[src/sv/wspm_pkg.sv]
package wspm_pkg;

    localparam int CHAR_W           = 8;
    localparam int PAT_CHARS        = 4;
    localparam int WIN_W            = CHAR_W * PAT_CHARS;
    localparam int RECENT_W         = CHAR_W * (PAT_CHARS - 1);
    localparam int CNT_W            = $clog2(PAT_CHARS);
    localparam int LEN_LSB          = 32;
    localparam int LEN_W            = 3;
    localparam int CFG_W            = LEN_LSB + LEN_W;
    localparam int CFG_IDX_W        = 3;
    localparam int POS_W            = 32;
    localparam int MASK_W           = 8;
    localparam int NUM_PATTERNS_DEF = 8;
    localparam int MAX_HITS_DEF     = 10;

    localparam logic [CNT_W-1:0] CNT_MAX = CNT_W'(PAT_CHARS - 1);

    typedef struct packed {
        logic [WIN_W-1:0] window;
        logic [CNT_W-1:0] chars;
    } wspm_window_t;

    typedef struct packed {
        logic [POS_W-1:0]  word_position;
        logic [MASK_W-1:0] match_mask;
        logic [MASK_W-1:0] recorded_mask;
    } wspm_result_t;

    function automatic logic [CHAR_W-1:0] lower_char(input logic [CHAR_W-1:0] c);
        logic [CHAR_W-1:0] r;
        r = c;
        if (c >= 8'h41 && c <= 8'h5A)
        begin
            r = c | 8'h20;
        end
        return r;
    endfunction

    function automatic logic is_word_char(input logic [CHAR_W-1:0] c);
        return (c >= 8'h30 && c <= 8'h39) || (c >= 8'h41 && c <= 8'h5A)
            || (c >= 8'h61 && c <= 8'h7A);
    endfunction

    // window byte 0 is the newest character
    function automatic logic pat_hit(input logic [CFG_W-1:0] pattern,
                                     input logic [WIN_W-1:0] window,
                                     input logic [CNT_W-1:0] chars);
        logic [LEN_W-1:0] len;
        logic             hit;
        int               k;
        len = pattern[CFG_W-1:LEN_LSB];
        hit = 1'b0;
        if (len != '0 && int'(len) <= PAT_CHARS && int'(chars) + 1 >= int'(len))
        begin
            hit = 1'b1;
            for (int j = 0; j < PAT_CHARS; j++)
            begin
                k = int'(len) - 1 - j;
                if (j < int'(len))
                begin
                    if (lower_char(pattern[CHAR_W*k +: CHAR_W]) != window[CHAR_W*j +: CHAR_W])
                    begin
                        hit = 1'b0;
                    end
                end
            end
        end
        return hit;
    endfunction

endpackage

[src/sv/wspm_ifs.sv]
interface wspm_byte_if import wspm_pkg::*; ();
    logic              valid;
    logic              ready;
    logic [CHAR_W-1:0] text_byte;

    modport source (output valid, output text_byte, input ready);
    modport sink   (input valid, input text_byte, output ready);
endinterface

interface wspm_cfg_if import wspm_pkg::*; ();
    logic                 valid;
    logic                 ready;
    logic [CFG_IDX_W-1:0] index;
    logic [CFG_W-1:0]     data;

    modport source (output valid, output index, output data, input ready);
    modport sink   (input valid, input index, input data, output ready);
endinterface

interface wspm_result_if import wspm_pkg::*; ();
    logic              valid;
    logic              ready;
    logic [POS_W-1:0]  word_position;
    logic [MASK_W-1:0] match_mask;
    logic [MASK_W-1:0] recorded_mask;

    modport source (output valid, output word_position, output match_mask,
                    output recorded_mask, input ready);
    modport sink   (input valid, input word_position, input match_mask,
                    input recorded_mask, output ready);
endinterface

[src/sv/wspm_pattern_bank.sv]
module wspm_pattern_bank import wspm_pkg::*; #(
    parameter int NUM_PATTERNS = NUM_PATTERNS_DEF
) (
    input  logic                    clk,
    input  logic                    rst_n,
    input  logic                    cfg_wr,
    input  logic [CFG_IDX_W-1:0]    cfg_index,
    input  logic [CFG_W-1:0]        cfg_data,
    input  wspm_window_t            win,
    output logic [NUM_PATTERNS-1:0] hits
);

    logic [CFG_W-1:0] pat_reg [NUM_PATTERNS];

    always_ff @(posedge clk or negedge rst_n)
    begin
        if (!rst_n)
        begin
            for (int i = 0; i < NUM_PATTERNS; i++)
            begin
                pat_reg[i] <= '0;
            end
        end
        else
        begin
            for (int i = 0; i < NUM_PATTERNS; i++)
            begin
                if (cfg_wr && cfg_index == CFG_IDX_W'(i))
                begin
                    pat_reg[i] <= cfg_data;
                end
            end
        end
    end

    always_comb
    begin
        for (int i = 0; i < NUM_PATTERNS; i++)
        begin
            hits[i] = pat_hit(pat_reg[i], win.window, win.chars);
        end
    end

endmodule

[src/sv/wspm_word_tracker.sv]
module wspm_word_tracker import wspm_pkg::*; #(
    parameter int NUM_PATTERNS = NUM_PATTERNS_DEF,
    parameter int MAX_HITS     = MAX_HITS_DEF
) (
    input  logic                    clk,
    input  logic                    rst_n,
    input  logic                    step,
    input  logic [CHAR_W-1:0]       text_byte,
    input  logic [NUM_PATTERNS-1:0] hits,
    output wspm_window_t            win,
    output logic                    res_valid,
    output wspm_result_t            res
);

    localparam int HIT_W = $clog2(MAX_HITS + 1);

    logic [RECENT_W-1:0]     recent_reg, recent_next;
    logic [CNT_W-1:0]        chars_reg, chars_next;
    logic [NUM_PATTERNS-1:0] found_reg, found_next;
    logic [POS_W-1:0]        wpos_reg, wpos_next;
    logic [HIT_W-1:0]        count_reg [NUM_PATTERNS];
    logic [HIT_W-1:0]        count_next [NUM_PATTERNS];
    logic [NUM_PATTERNS-1:0] rec;

    always_comb
    begin
        win.window  = {recent_reg, lower_char(text_byte)};
        win.chars   = chars_reg;
        recent_next = recent_reg;
        chars_next  = chars_reg;
        found_next  = found_reg;
        wpos_next   = wpos_reg;
        count_next  = count_reg;
        rec         = '0;
        res_valid   = 1'b0;
        for (int i = 0; i < NUM_PATTERNS; i++)
        begin
            rec[i] = found_reg[i] && count_reg[i] < HIT_W'(MAX_HITS);
        end
        if (step)
        begin
            if (is_word_char(text_byte))
            begin
                found_next  = found_reg | hits;
                recent_next = win.window[RECENT_W-1:0];
                if (chars_reg != CNT_MAX)
                begin
                    chars_next = chars_reg + CNT_W'(1);
                end
            end
            else if (chars_reg != '0)
            begin
                res_valid = 1'b1;
                for (int i = 0; i < NUM_PATTERNS; i++)
                begin
                    if (rec[i])
                    begin
                        count_next[i] = count_reg[i] + HIT_W'(1);
                    end
                end
                if (wpos_reg != '1)
                begin
                    wpos_next = wpos_reg + POS_W'(1);
                end
                recent_next = '0;
                chars_next  = '0;
                found_next  = '0;
            end
        end
        res.word_position = wpos_reg;
        res.match_mask    = MASK_W'(found_reg);
        res.recorded_mask = MASK_W'(rec);
    end

    always_ff @(posedge clk or negedge rst_n)
    begin
        if (!rst_n)
        begin
            recent_reg <= '0;
            chars_reg  <= '0;
            found_reg  <= '0;
            wpos_reg   <= POS_W'(1);
            for (int i = 0; i < NUM_PATTERNS; i++)
            begin
                count_reg[i] <= '0;
            end
        end
        else
        begin
            recent_reg <= recent_next;
            chars_reg  <= chars_next;
            found_reg  <= found_next;
            wpos_reg   <= wpos_next;
            count_reg  <= count_next;
        end
    end

    a_rec_in_match: assert property (@(posedge clk) disable iff (!rst_n)
        res_valid |-> (res.recorded_mask & ~res.match_mask) == '0)
        else $error("recorded pattern not matched");

    a_pos_nonzero: assert property (@(posedge clk) disable iff (!rst_n)
        wpos_reg != '0)
        else $error("word position zero");

    a_word_cleared: assert property (@(posedge clk) disable iff (!rst_n)
        res_valid |=> chars_reg == '0 && found_reg == '0 && recent_reg == '0)
        else $error("word state not cleared after word end");

    a_found_empty: assert property (@(posedge clk) disable iff (!rst_n)
        chars_reg == '0 |-> found_reg == '0)
        else $error("flags set with no characters");

    generate
        for (genvar g = 0; g < NUM_PATTERNS; g++)
        begin : g_cnt_chk
            a_count_cap: assert property (@(posedge clk) disable iff (!rst_n)
                count_reg[g] <= HIT_W'(MAX_HITS))
                else $error("hit count above limit");
        end
    endgenerate

endmodule

[src/sv/word_substring_pattern_matcher_core.sv]
// Output: a byte is registered on acceptance; the word-ending byte's result is then
// registered in the result register when that byte advances, held there until taken.
// Throughput: one byte per cycle; the input stalls only while the result register
// is full and not being taken.
// Reset (rst_n, asynchronous, active low): patterns and hit counts cleared, word
// state empty, next word position 1.
module word_substring_pattern_matcher_core import wspm_pkg::*; #(
    parameter int NUM_PATTERNS = NUM_PATTERNS_DEF,
    parameter int MAX_HITS     = MAX_HITS_DEF
) (
    input  logic           clk,
    input  logic           rst_n,
    wspm_byte_if.sink      text,
    wspm_cfg_if.sink       cfg,
    wspm_result_if.source  result
);

    logic                    byte_valid_reg;
    logic [CHAR_W-1:0]       byte_reg;
    logic                    out_valid_reg;
    wspm_result_t            out_reg;
    logic                    out_free;
    logic                    advance;
    logic [NUM_PATTERNS-1:0] hits;
    wspm_window_t            win;
    logic                    res_valid;
    wspm_result_t            res;

    assign out_free   = !out_valid_reg || result.ready;
    assign advance    = byte_valid_reg && out_free;
    assign text.ready = !byte_valid_reg || out_free;
    assign cfg.ready  = 1'b1;

    assign result.valid         = out_valid_reg;
    assign result.word_position = out_reg.word_position;
    assign result.match_mask    = out_reg.match_mask;
    assign result.recorded_mask = out_reg.recorded_mask;

    always_ff @(posedge clk or negedge rst_n)
    begin
        if (!rst_n)
        begin
            byte_valid_reg <= 1'b0;
            out_valid_reg  <= 1'b0;
        end
        else
        begin
            if (text.valid && text.ready)
            begin
                byte_valid_reg <= 1'b1;
            end
            else if (advance)
            begin
                byte_valid_reg <= 1'b0;
            end
            if (res_valid)
            begin
                out_valid_reg <= 1'b1;
            end
            else if (result.ready)
            begin
                out_valid_reg <= 1'b0;
            end
        end
    end

    always_ff @(posedge clk)
    begin
        if (text.valid && text.ready)
        begin
            byte_reg <= text.text_byte;
        end
        if (res_valid)
        begin
            out_reg <= res;
        end
    end

    wspm_pattern_bank #(
        .NUM_PATTERNS (NUM_PATTERNS)
    ) u_bank (
        .clk       (clk),
        .rst_n     (rst_n),
        .cfg_wr    (cfg.valid && cfg.ready),
        .cfg_index (cfg.index),
        .cfg_data  (cfg.data),
        .win       (win),
        .hits      (hits)
    );

    wspm_word_tracker #(
        .NUM_PATTERNS (NUM_PATTERNS),
        .MAX_HITS     (MAX_HITS)
    ) u_tracker (
        .clk       (clk),
        .rst_n     (rst_n),
        .step      (advance),
        .text_byte (byte_reg),
        .hits      (hits),
        .win       (win),
        .res_valid (res_valid),
        .res       (res)
    );

endmodule
[src/flat_wrapper.sv]
// flat-port wrapper written by rule: the top's interface ports become plain ports
module word_substring_pattern_matcher_core_flat import wspm_pkg::*;
#(
    parameter int NUM_PATTERNS = NUM_PATTERNS_DEF,
    parameter int MAX_HITS     = MAX_HITS_DEF
)
  (clk, rst_n, text_valid, text_text_byte, text_ready, cfg_valid, cfg_index, cfg_data, cfg_ready, result_valid, result_word_position, result_match_mask, result_recorded_mask, result_ready);
  wspm_byte_if text_i ();
  wspm_cfg_if cfg_i ();
  wspm_result_if result_i ();
  input  logic clk;
  input  logic rst_n;
  input wire logic [$bits(text_i.valid)-1:0] text_valid;
  input wire logic [$bits(text_i.text_byte)-1:0] text_text_byte;
  output wire logic [$bits(text_i.ready)-1:0] text_ready;
  input wire logic [$bits(cfg_i.valid)-1:0] cfg_valid;
  input wire logic [$bits(cfg_i.index)-1:0] cfg_index;
  input wire logic [$bits(cfg_i.data)-1:0] cfg_data;
  output wire logic [$bits(cfg_i.ready)-1:0] cfg_ready;
  output wire logic [$bits(result_i.valid)-1:0] result_valid;
  output wire logic [$bits(result_i.word_position)-1:0] result_word_position;
  output wire logic [$bits(result_i.match_mask)-1:0] result_match_mask;
  output wire logic [$bits(result_i.recorded_mask)-1:0] result_recorded_mask;
  input wire logic [$bits(result_i.ready)-1:0] result_ready;
  assign text_i.valid = text_valid;
  assign text_i.text_byte = text_text_byte;
  assign text_ready = text_i.ready;
  assign cfg_i.valid = cfg_valid;
  assign cfg_i.index = cfg_index;
  assign cfg_i.data = cfg_data;
  assign cfg_ready = cfg_i.ready;
  assign result_valid = result_i.valid;
  assign result_word_position = result_i.word_position;
  assign result_match_mask = result_i.match_mask;
  assign result_recorded_mask = result_i.recorded_mask;
  assign result_i.ready = result_ready;
  word_substring_pattern_matcher_core #(.NUM_PATTERNS(NUM_PATTERNS), .MAX_HITS(MAX_HITS)) u_core (.clk(clk), .rst_n(rst_n), .text(text_i), .cfg(cfg_i), .result(result_i));
endmodule
[config.mk]
export PLATFORM = sky130hd
export DESIGN_NAME = word_substring_pattern_matcher_core_flat
export DESIGN_NICKNAME = d
export VERILOG_FILES = /design/src/sv/wspm_pkg.sv /design/src/sv/wspm_ifs.sv /design/src/sv/wspm_pattern_bank.sv /design/src/sv/wspm_word_tracker.sv /design/src/sv/word_substring_pattern_matcher_core.sv /design/src/flat_wrapper.sv
export SDC_FILE = /design/constraint.sdc
export NUM_CORES = 1
export LEC_CHECK = 0
export BUFFER_PORTS_ARGS = -buffer_cell sky130_fd_sc_hd__buf_2
export CAP_MARGIN = 15
export CORE_MARGIN = 3
export CORE_UTILIZATION = 35
export DETAILED_ROUTE_END_ITERATION = 12
export PLACE_DENSITY = 0.49
export SYNTH_ARGS = -nofsm -noshare
export SYNTH_HDL_FRONTEND = slang
export SYNTH_SLANG_ARGS = --single-unit
[constraint.sdc]
create_clock -name clk -period 3.6 [get_ports clk]
set_input_delay 0.54 -clock clk [delete_from_list [all_inputs] [get_ports clk]]
set_output_delay 0.54 -clock clk [all_outputs]
set_load 0.01 [all_outputs]
==> results of run 1 <==
-- per-stage QoR --
| step | hold slack (ns) | total power [mW] | setup slack [ns] | std cells |
|---|---|---|---|---|
| 3_3_place_gp | 0.4414 | 22.89 | 0.1007 | 4547 |
| 6_report | 0.07988 | 29.12 | 0.1198 | 4659 |
| 2_1_floorplan | 0.2444 | 17.35 | -0.04893 | 3257 |
| 5_1_grt | 0.06099 | 30.79 | -0.06038 | 4652 |
| 3_5_place_dp | 0.4494 | 22.99 | 0.04959 | 4547 |
| 4_1_cts | 0.04270 | 28.88 | 0.03441 | 4649 |
-- layout by cell type (no fill, tap or decap), types with 17 or more instances in the layout --
cell | synthesis | layout
a211oi_1 | 23 | 23
a21oi_1 | 152 | 150
a221oi_1 | 26 | 23
a22o_1 | 42 | 42
a22oi_1 | 71 | 70
a31oi_1 | 73 | 73
and2_1 | 53 | 53
and3_1 | 42 | 42
buf_2 | 47 | 99
buf_4 | 2 | 252
clkbuf_16 | 0 | 54
dfrtp_1 | 379 | 377
edfxtp_1 | 56 | 56
ha_1 | 73 | 67
inv_1 | 55 | 54
mux2_2 | 312 | 312
mux2i_1 | 70 | 69
mux4_2 | 48 | 48
nand2_1 | 224 | 222
nand2b_1 | 45 | 44
nand3_1 | 89 | 89
nand4_1 | 36 | 36
nor2_1 | 123 | 121
nor2b_1 | 48 | 43
nor3_1 | 62 | 58
nor4_1 | 36 | 36
o211ai_1 | 17 | 17
o21ai_0 | 153 | 153
o21ai_1 | 17 | 17
o22a_1 | 25 | 25
o22ai_1 | 75 | 74
xnor2_1 | 158 | 158
xor2_1 | 110 | 110
-- path summary, 6_finish.rpt --
kind,cells past startpoint,slack (ns),endpoint
worst min-delay path,1,0.08,u_core.byte_reg[6]$_DFFE_PP_
worst min register to register,1,0.47,u_core.u_tracker.count_reg[11]$_DFFE_PN0P_
worst max-delay path,12,0.12,u_core.u_tracker.found_reg[6]$_DFFE_PN0P_
min in group asynchronous,2,0.56,u_core.u_bank.pat_reg[116]$_DFFE_PN0P_
max in group asynchronous,3,2.14,u_core.u_tracker.wpos_reg[0]$_DFFE_PN1P_
worst max register to register,12,0.12,u_core.u_tracker.found_reg[6]$_DFFE_PN0P_
-- routing by layer --
layer  routed length [um]  vias up  GRT usage [%]
met3                 9730      264          4.200
li1                     -    12724              -
met2                60140     1329          43.97
met1                59130    14572          39.22
met5                   22        -              0
met4                 7087        4          12.87
-- cell type report --
cell class              instances  share of cell area [%]
diodes                          9                 0.06125
clock buffers                  62                   3.784
clock inverters                39                   1.249
inverters                      67                  0.7010
multi-input cells            2512                   52.43
flip-flops and latches        436                   30.45
well taps                    1165                   3.964
repair buffers                369                   7.361
-- cells by family (layout without fill, tap and decap cells) --
group                      Yosys count  after routing  synth area share [%]
and+or+nand+nor                    836            836                 13.54
muxes                              431            431                 16.81
xor gates and xnor gates           268            268                 7.435
other                                1             10               0.01188
buffers and inverters              309            537                 3.995
adders and majority gates           73             73                 2.893
DFF                                436            436                 35.45
AOI/OAI and AO/OA                  903            903                 19.87
-- what timing repair did --
item,CTS,global route
gates resized for setup,0,30
endpoints found under the setup margin,0,7
hold endpoints to repair,24,0
setup buffers,0,1
hold buffers,1,0
-- power by group through the flow --
stage / Combinational, mW / Sequential (mW) / Clock, mW
after floorplan: 10.6 / 6.76 / 0
after global placement: 15.5 / 7.44 / 0
after detailed placement: 15.5 / 7.47 / 0
after CTS: 15.6 / 7.39 / 5.90
after global routing: 17.2 / 7.53 / 6.09
final: 15.9 / 7.43 / 5.74
-- critical path: cells and delay by family (launching register included) --
family / cells / cell delay, ns
buf+inv: 2 / 0.41
flops: 1 / 0.38
compound gates: 7 / 1.76
simple gates: 3 / 0.85
==> impl_metrics.env, run 1 <==
export IMPL_status="finished clean"
export IMPL_power_frac_clock_pct=19.7
export IMPL_crit_required_ns=4.18
export IMPL_report_final_slew_viol_count=0
export IMPL_rsz0062_at_grt="yes"
export IMPL_internal_power_mw=16.07
export IMPL_placed_area_um2=34760
export IMPL_endpoint_kind="flop"
export IMPL_area_growth_pct=16.46
export IMPL_syn_nets=3381
export IMPL_fin_worst_skew_ns=0.01837
export IMPL_ys_warnings_count=16
export IMPL_synth_top_cell_area_share_pct=30.04
export IMPL_dieHeight_um=306.3
export IMPL_p_switching_mw=13.05
export IMPL_grt_pass1_vias=27824
export IMPL_antenna_found_initial=21
export IMPL_core_area_um2=88920
export IMPL_grt_max_degree=95
export IMPL_ant_nets=0
export IMPL_clock_sinks=436
export IMPL_synth_edf_count=56
export IMPL_hold_path_class="in -> reg"
export IMPL_period_share_pct=96.67
export IMPL_gr_usage_all_layers_pct=28.36
export IMPL_routedWlPerCell_um=29.21
export IMPL_cp_common_cell="a31oi_1"
export IMPL_routed_wl_um=136100
export IMPL_routed_via_density=6.202
export IMPL_cp_data_arrival_time_ns=4.06
export IMPL_num_fill_cells=8721
export IMPL_drtIter0Drc=3020
export IMPL_htreeDepth=2
export IMPL_slowest_delay_ns=0.44
export IMPL_crit_chain="buf_4 > or2_0 > buf_4 > a31oi_1 > nor3_1 > a31oi_1 > o2111a_1 > o2111ai_1 > nor4_1 > a31oi_1 > o41ai_1 > o311a_1"
export IMPL_seqPwrFrac_pct=25.5
export IMPL_cts_root_buf="clkbuf_16"
export IMPL_synth_top_area_cell="dfrtp_1"
export IMPL_vias=28893
export IMPL_synth_seq_area_share_pct=35.45
export IMPL_syn_inst=3257
export IMPL_synth_common_cells="379 x dfrtp_1, 312 x mux2_2, 224 x nand2_1, 158 x xnor2_1, 153 x o21ai_0"
export IMPL_largest_register_ffs=280
export IMPL_path_max_fanout=10
export IMPL_layout_drive_gt1_share_pct=25.57
export IMPL_hold_viol_final=0
export IMPL_max_freq_mhz=287.3
export IMPL_p_per_area_nw_per_um2=791.9
export IMPL_synth_seq_cells=436
export IMPL_fp_dieW_um=306.3
export IMPL_seq_area_um2=11190
export IMPL_initial_utilization_pct=35.51
export IMPL_dieArea_um2=93840
export IMPL_reg2reg_from="u_core.u_bank.pat_reg[68]$_DFFE_PN0P_"
export IMPL_design_area_um2=36770
export IMPL_cts_buffer_depth=3
export IMPL_hp_start="text_text_byte[6]"
export IMPL_period_minus_slack_ns=3.480
export IMPL_start_kind="flop"
export IMPL_startpoint="u_core.u_bank.pat_reg[68]$_DFFE_PN0P_"
export IMPL_drc=0
export IMPL_avgSynthCellArea_um2=9.693
export IMPL_max_cap_violations=0
export IMPL_numCtsBuffers=54
export IMPL_worst_slew_pin_slew_ns=1.065
export IMPL_ios=102
export IMPL_relSlewSlack_pct=28.97
export IMPL_cp_slowest_cell="a31oi_1"
export IMPL_clk_insertion_delay_late_ns=0.64
export IMPL_rows=109
export IMPL_overflow=0
export IMPL_synth_most_common_cell="dfrtp_1"
export IMPL_synthFlopType="dfrtp_1"
export IMPL_hpwl_um=96680
export IMPL_grt_pass1_wl_um=197600
export IMPL_combPwrFrac_pct=54.8
export IMPL_synth_area_um2=31570
export IMPL_portBuffers=100
export IMPL_p_sw_share_pct=44.82
export IMPL_leakage_nw=15.05
export IMPL_clk_transition_reported_paths_ns=0.07
export IMPL_cts_tree="done"
export IMPL_peakVddDrop_mv=0.3779
export IMPL_yosysUniqueCellTypes=103
export IMPL_tns_ns=0
export IMPL_async_reset_ff_share_pct=87.16
export IMPL_setup_viol_count_final=0
export IMPL_path_class="reg -> reg"
export IMPL_drt_pre_antenna_iters=8
export IMPL_nets=3564
export IMPL_multiInputGateArea_um2=19280
export IMPL_gp_congestion=0.9926
export IMPL_final_util_pct=41.35
export IMPL_netlist_top_cells_area="dfrtp_1 30%, mux2_2 11%, edfxtp_1 5.3%"
No activity file was read; power rests on OpenSTA's default activity.
==> run 2, diff against run 1 <==
--- a/config.mk
+++ b/config.mk
@@ -10,7 +10,8 @@
 export CORE_MARGIN = 3
 export CORE_UTILIZATION = 35
 export DETAILED_ROUTE_END_ITERATION = 12
-export PLACE_DENSITY = 0.49
+export PLACE_DENSITY_LB_ADDON = 0.08
+export RECOVER_POWER = 25
 export SYNTH_ARGS = -nofsm -noshare
 export SYNTH_HDL_FRONTEND = slang
 export SYNTH_SLANG_ARGS = --single-unit
==> run 2 against run 1 <==
  * Highest routed layer unchanged
  * The run now ends with max-capacitance violations, max-slew violations left
  * Critical endpoint unchanged
  * Clock skew up 0.0052 ns
  * Sequential cell count unchanged
  * Critical path depth up 1
  * Largest cell class unchanged
  * Maximum frequency down 1.6%
  * Critical path type unchanged
==> impl_metrics.env, run 2 (synthesis results as in run 1) <==
export IMPL_status="finished with violations"
export IMPL_violations="max-capacitance violations, max-slew violations"
export IMPL_period_share_pct=98.23
export IMPL_grt_max_degree=82
export IMPL_cts_tree="done"
export IMPL_routed_via_density=6.150
export IMPL_leakage_nw=15.11
export IMPL_final_cell_mix="376 x dfrtp_1, 312 x mux2_2, 266 x buf_4"
export IMPL_clock_sinks=436
export IMPL_htreeDepth=2
export IMPL_grt_pass1_wl_um=202000
export IMPL_peakVddDrop_mv=0.4234
export IMPL_design_area_um2=36880
export IMPL_dieArea_um2=93840
export IMPL_routed_wl_um=139600
export IMPL_ant_nets=0
export IMPL_ff2ff_setup_slack_ns=0.06
export IMPL_area_growth_pct=16.81
export IMPL_cp_slowest_cell="dfrtp_1"
export IMPL_tns_ns=0
export IMPL_holdWs_ns=0.1055
export IMPL_cp_data_arrival_time_ns=4.12
export IMPL_layout_drive_gt1_share_pct=25.54
export IMPL_num_fill_cells=8692
export IMPL_r2r_end="u_core.u_tracker.found_reg[6]$_DFFE_PN0P_"
export IMPL_fin_worst_skew_ns=0.02356
export IMPL_start_kind="flop"
export IMPL_fp_dieW_um=306.3
export IMPL_max_freq_mhz=282.8
export IMPL_core_area_um2=88920
export IMPL_placed_area_um2=34860
export IMPL_portBuffers=100
export IMPL_ios=102
export IMPL_clk_insertion_delay_late_ns=0.66
export IMPL_setup_viol_count_final=0
export IMPL_overflow=0
export IMPL_p_total_mw=29.46
export IMPL_slowest_delay_ns=0.40
export IMPL_vias=28762
export IMPL_worst_slew_pin_slew_ns=2.598
export IMPL_routedWlPerCell_um=29.85
export IMPL_relSlewSlack_pct=-73.17
export IMPL_nets=3580
export IMPL_endpoint_kind="flop"
export IMPL_numCtsBuffers=53
export IMPL_gr_usage_all_layers_pct=29.24
export IMPL_antenna_found_initial=21
export IMPL_crit_required_ns=4.18
export IMPL_initial_utilization_pct=35.51
export IMPL_clk_transition_reported_paths_ns=0.06
export IMPL_period_minus_slack_ns=3.536
export IMPL_cts_root_buf="clkbuf_16"
export IMPL_grt_pass1_vias=27865
export IMPL_hold_viol_final=0
export IMPL_rows=109
export IMPL_path_class="reg -> reg"
export IMPL_gp_congestion=0.9694
export IMPL_crit_end="u_core.u_tracker.found_reg[6]$_DFFE_PN0P_"
export IMPL_r2r_cells=13
export IMPL_hpwl_um=99810
export IMPL_largest_register_ffs=280
export IMPL_reg2reg_from="u_core.u_bank.pat_reg[67]$_DFFE_PN0P_"
export IMPL_report_final_slew_viol_count=224
export IMPL_max_cap_violations=5
export IMPL_dieHeight_um=306.3
export IMPL_crit_chain="inv_2 > buf_4 > ha_1 > buf_4 > nor3_1 > a22oi_1 > o21ai_0 > nand2_1 > and3_1 > nor4_1 > xnor2_1 > nor4_1 > o311a_1"
export IMPL_startpoint="u_core.u_bank.pat_reg[67]$_DFFE_PN0P_"
export IMPL_hold_path_class="in -> reg"
export IMPL_drt_pre_antenna_iters=7
export IMPL_p_per_area_nw_per_um2=798.9
export IMPL_cts_buffer_depth=3
export IMPL_path_max_fanout=15
export IMPL_final_util_pct=41.47
export IMPL_drc=0
export IMPL_drtIter0Drc=2937
export IMPL_final_common_cell="dfrtp_1"
## run 2: where the power goes
part,leakage [nW],switching (mW),internal [mW]
Combinational,8.91,9.43,6.78
Sequential,5.26,1.42,5.98
Clock,0.935,2.34,3.52
## run 2: metrics by stage
stage          worst slack, ns  std cells
3_5_place_dp           0.01574       4563
6_report               0.06366       4677
3_3_place_gp          -0.01524       4563
4_1_cts                0.05450       4664
2_1_floorplan         -0.04893       3257
5_1_grt              -0.006005       4667
## run 2: repair_timing
action,4_1_cts,5_1_grt
buffers inserted,0,2
pin swaps,0,3
hold buffers,1,0
hold endpoints to repair,71,0
resized for setup,1,31
endpoints found under the setup margin,1,8
## run 2: layer usage
layer / wire length [um] / global-route usage [%]
met5: 52 / 0
met4: 7353 / 14.80
met3: 9401 / 5.015
met2: 62380 / 45.58
met1: 60420 / 39.16
## run 2: worst max-delay path: cells and delay by family (launching register included)
kind,cells,cell delay (ns)
adders and majority gates,1,0.36
DFF,1,0.40
xor gates and xnor gates,1,0.13
buffers and inverters,3,0.49
AOI/OAI and AO/OA,3,0.70
and+or+nand+nor,5,1.39
## run 2: how the worst min path moves through the flow
| stage | startpoint | to | slack (ns) | cells past startpoint |
|---|---|---|---|---|
| floorplan | rst_n | u_core.byte_valid_reg$_DFFE_PN0P_ | 0.24 | 0 |
| global placement | u_core.u_tracker.count_reg[15]$_DFFE_PN0P_ | u_core.u_tracker.count_reg[15]$_DFFE_PN0P_ | 0.44 | 1 |
| detailed placement | u_core.u_tracker.count_reg[15]$_DFFE_PN0P_ | u_core.u_tracker.count_reg[15]$_DFFE_PN0P_ | 0.45 | 1 |
| CTS | text_valid | u_core.byte_valid_reg$_DFFE_PN0P_ | 0.06 | 2 |
| global route | text_valid | u_core.byte_valid_reg$_DFFE_PN0P_ | 0.09 | 2 |
| finish | text_valid | u_core.byte_valid_reg$_DFFE_PN0P_ | 0.11 | 2 |
## run 2: area by class of cell
| type | instances | area, um^2 | area share, % |
|---|---|---|---|
| antenna | 11 | 27.53 | 0.07464 |
| clock inverter | 27 | 329.1 | 0.8923 |
| clock buffer | 73 | 1555 | 4.217 |
| multi-input combinational | 2512 | 19290 | 52.32 |
| timing repair buffer | 386 | 2761 | 7.488 |
| inverter | 67 | 257.7 | 0.6989 |
| sequential | 436 | 11200 | 30.36 |
| tap | 1165 | 1458 | 3.953 |
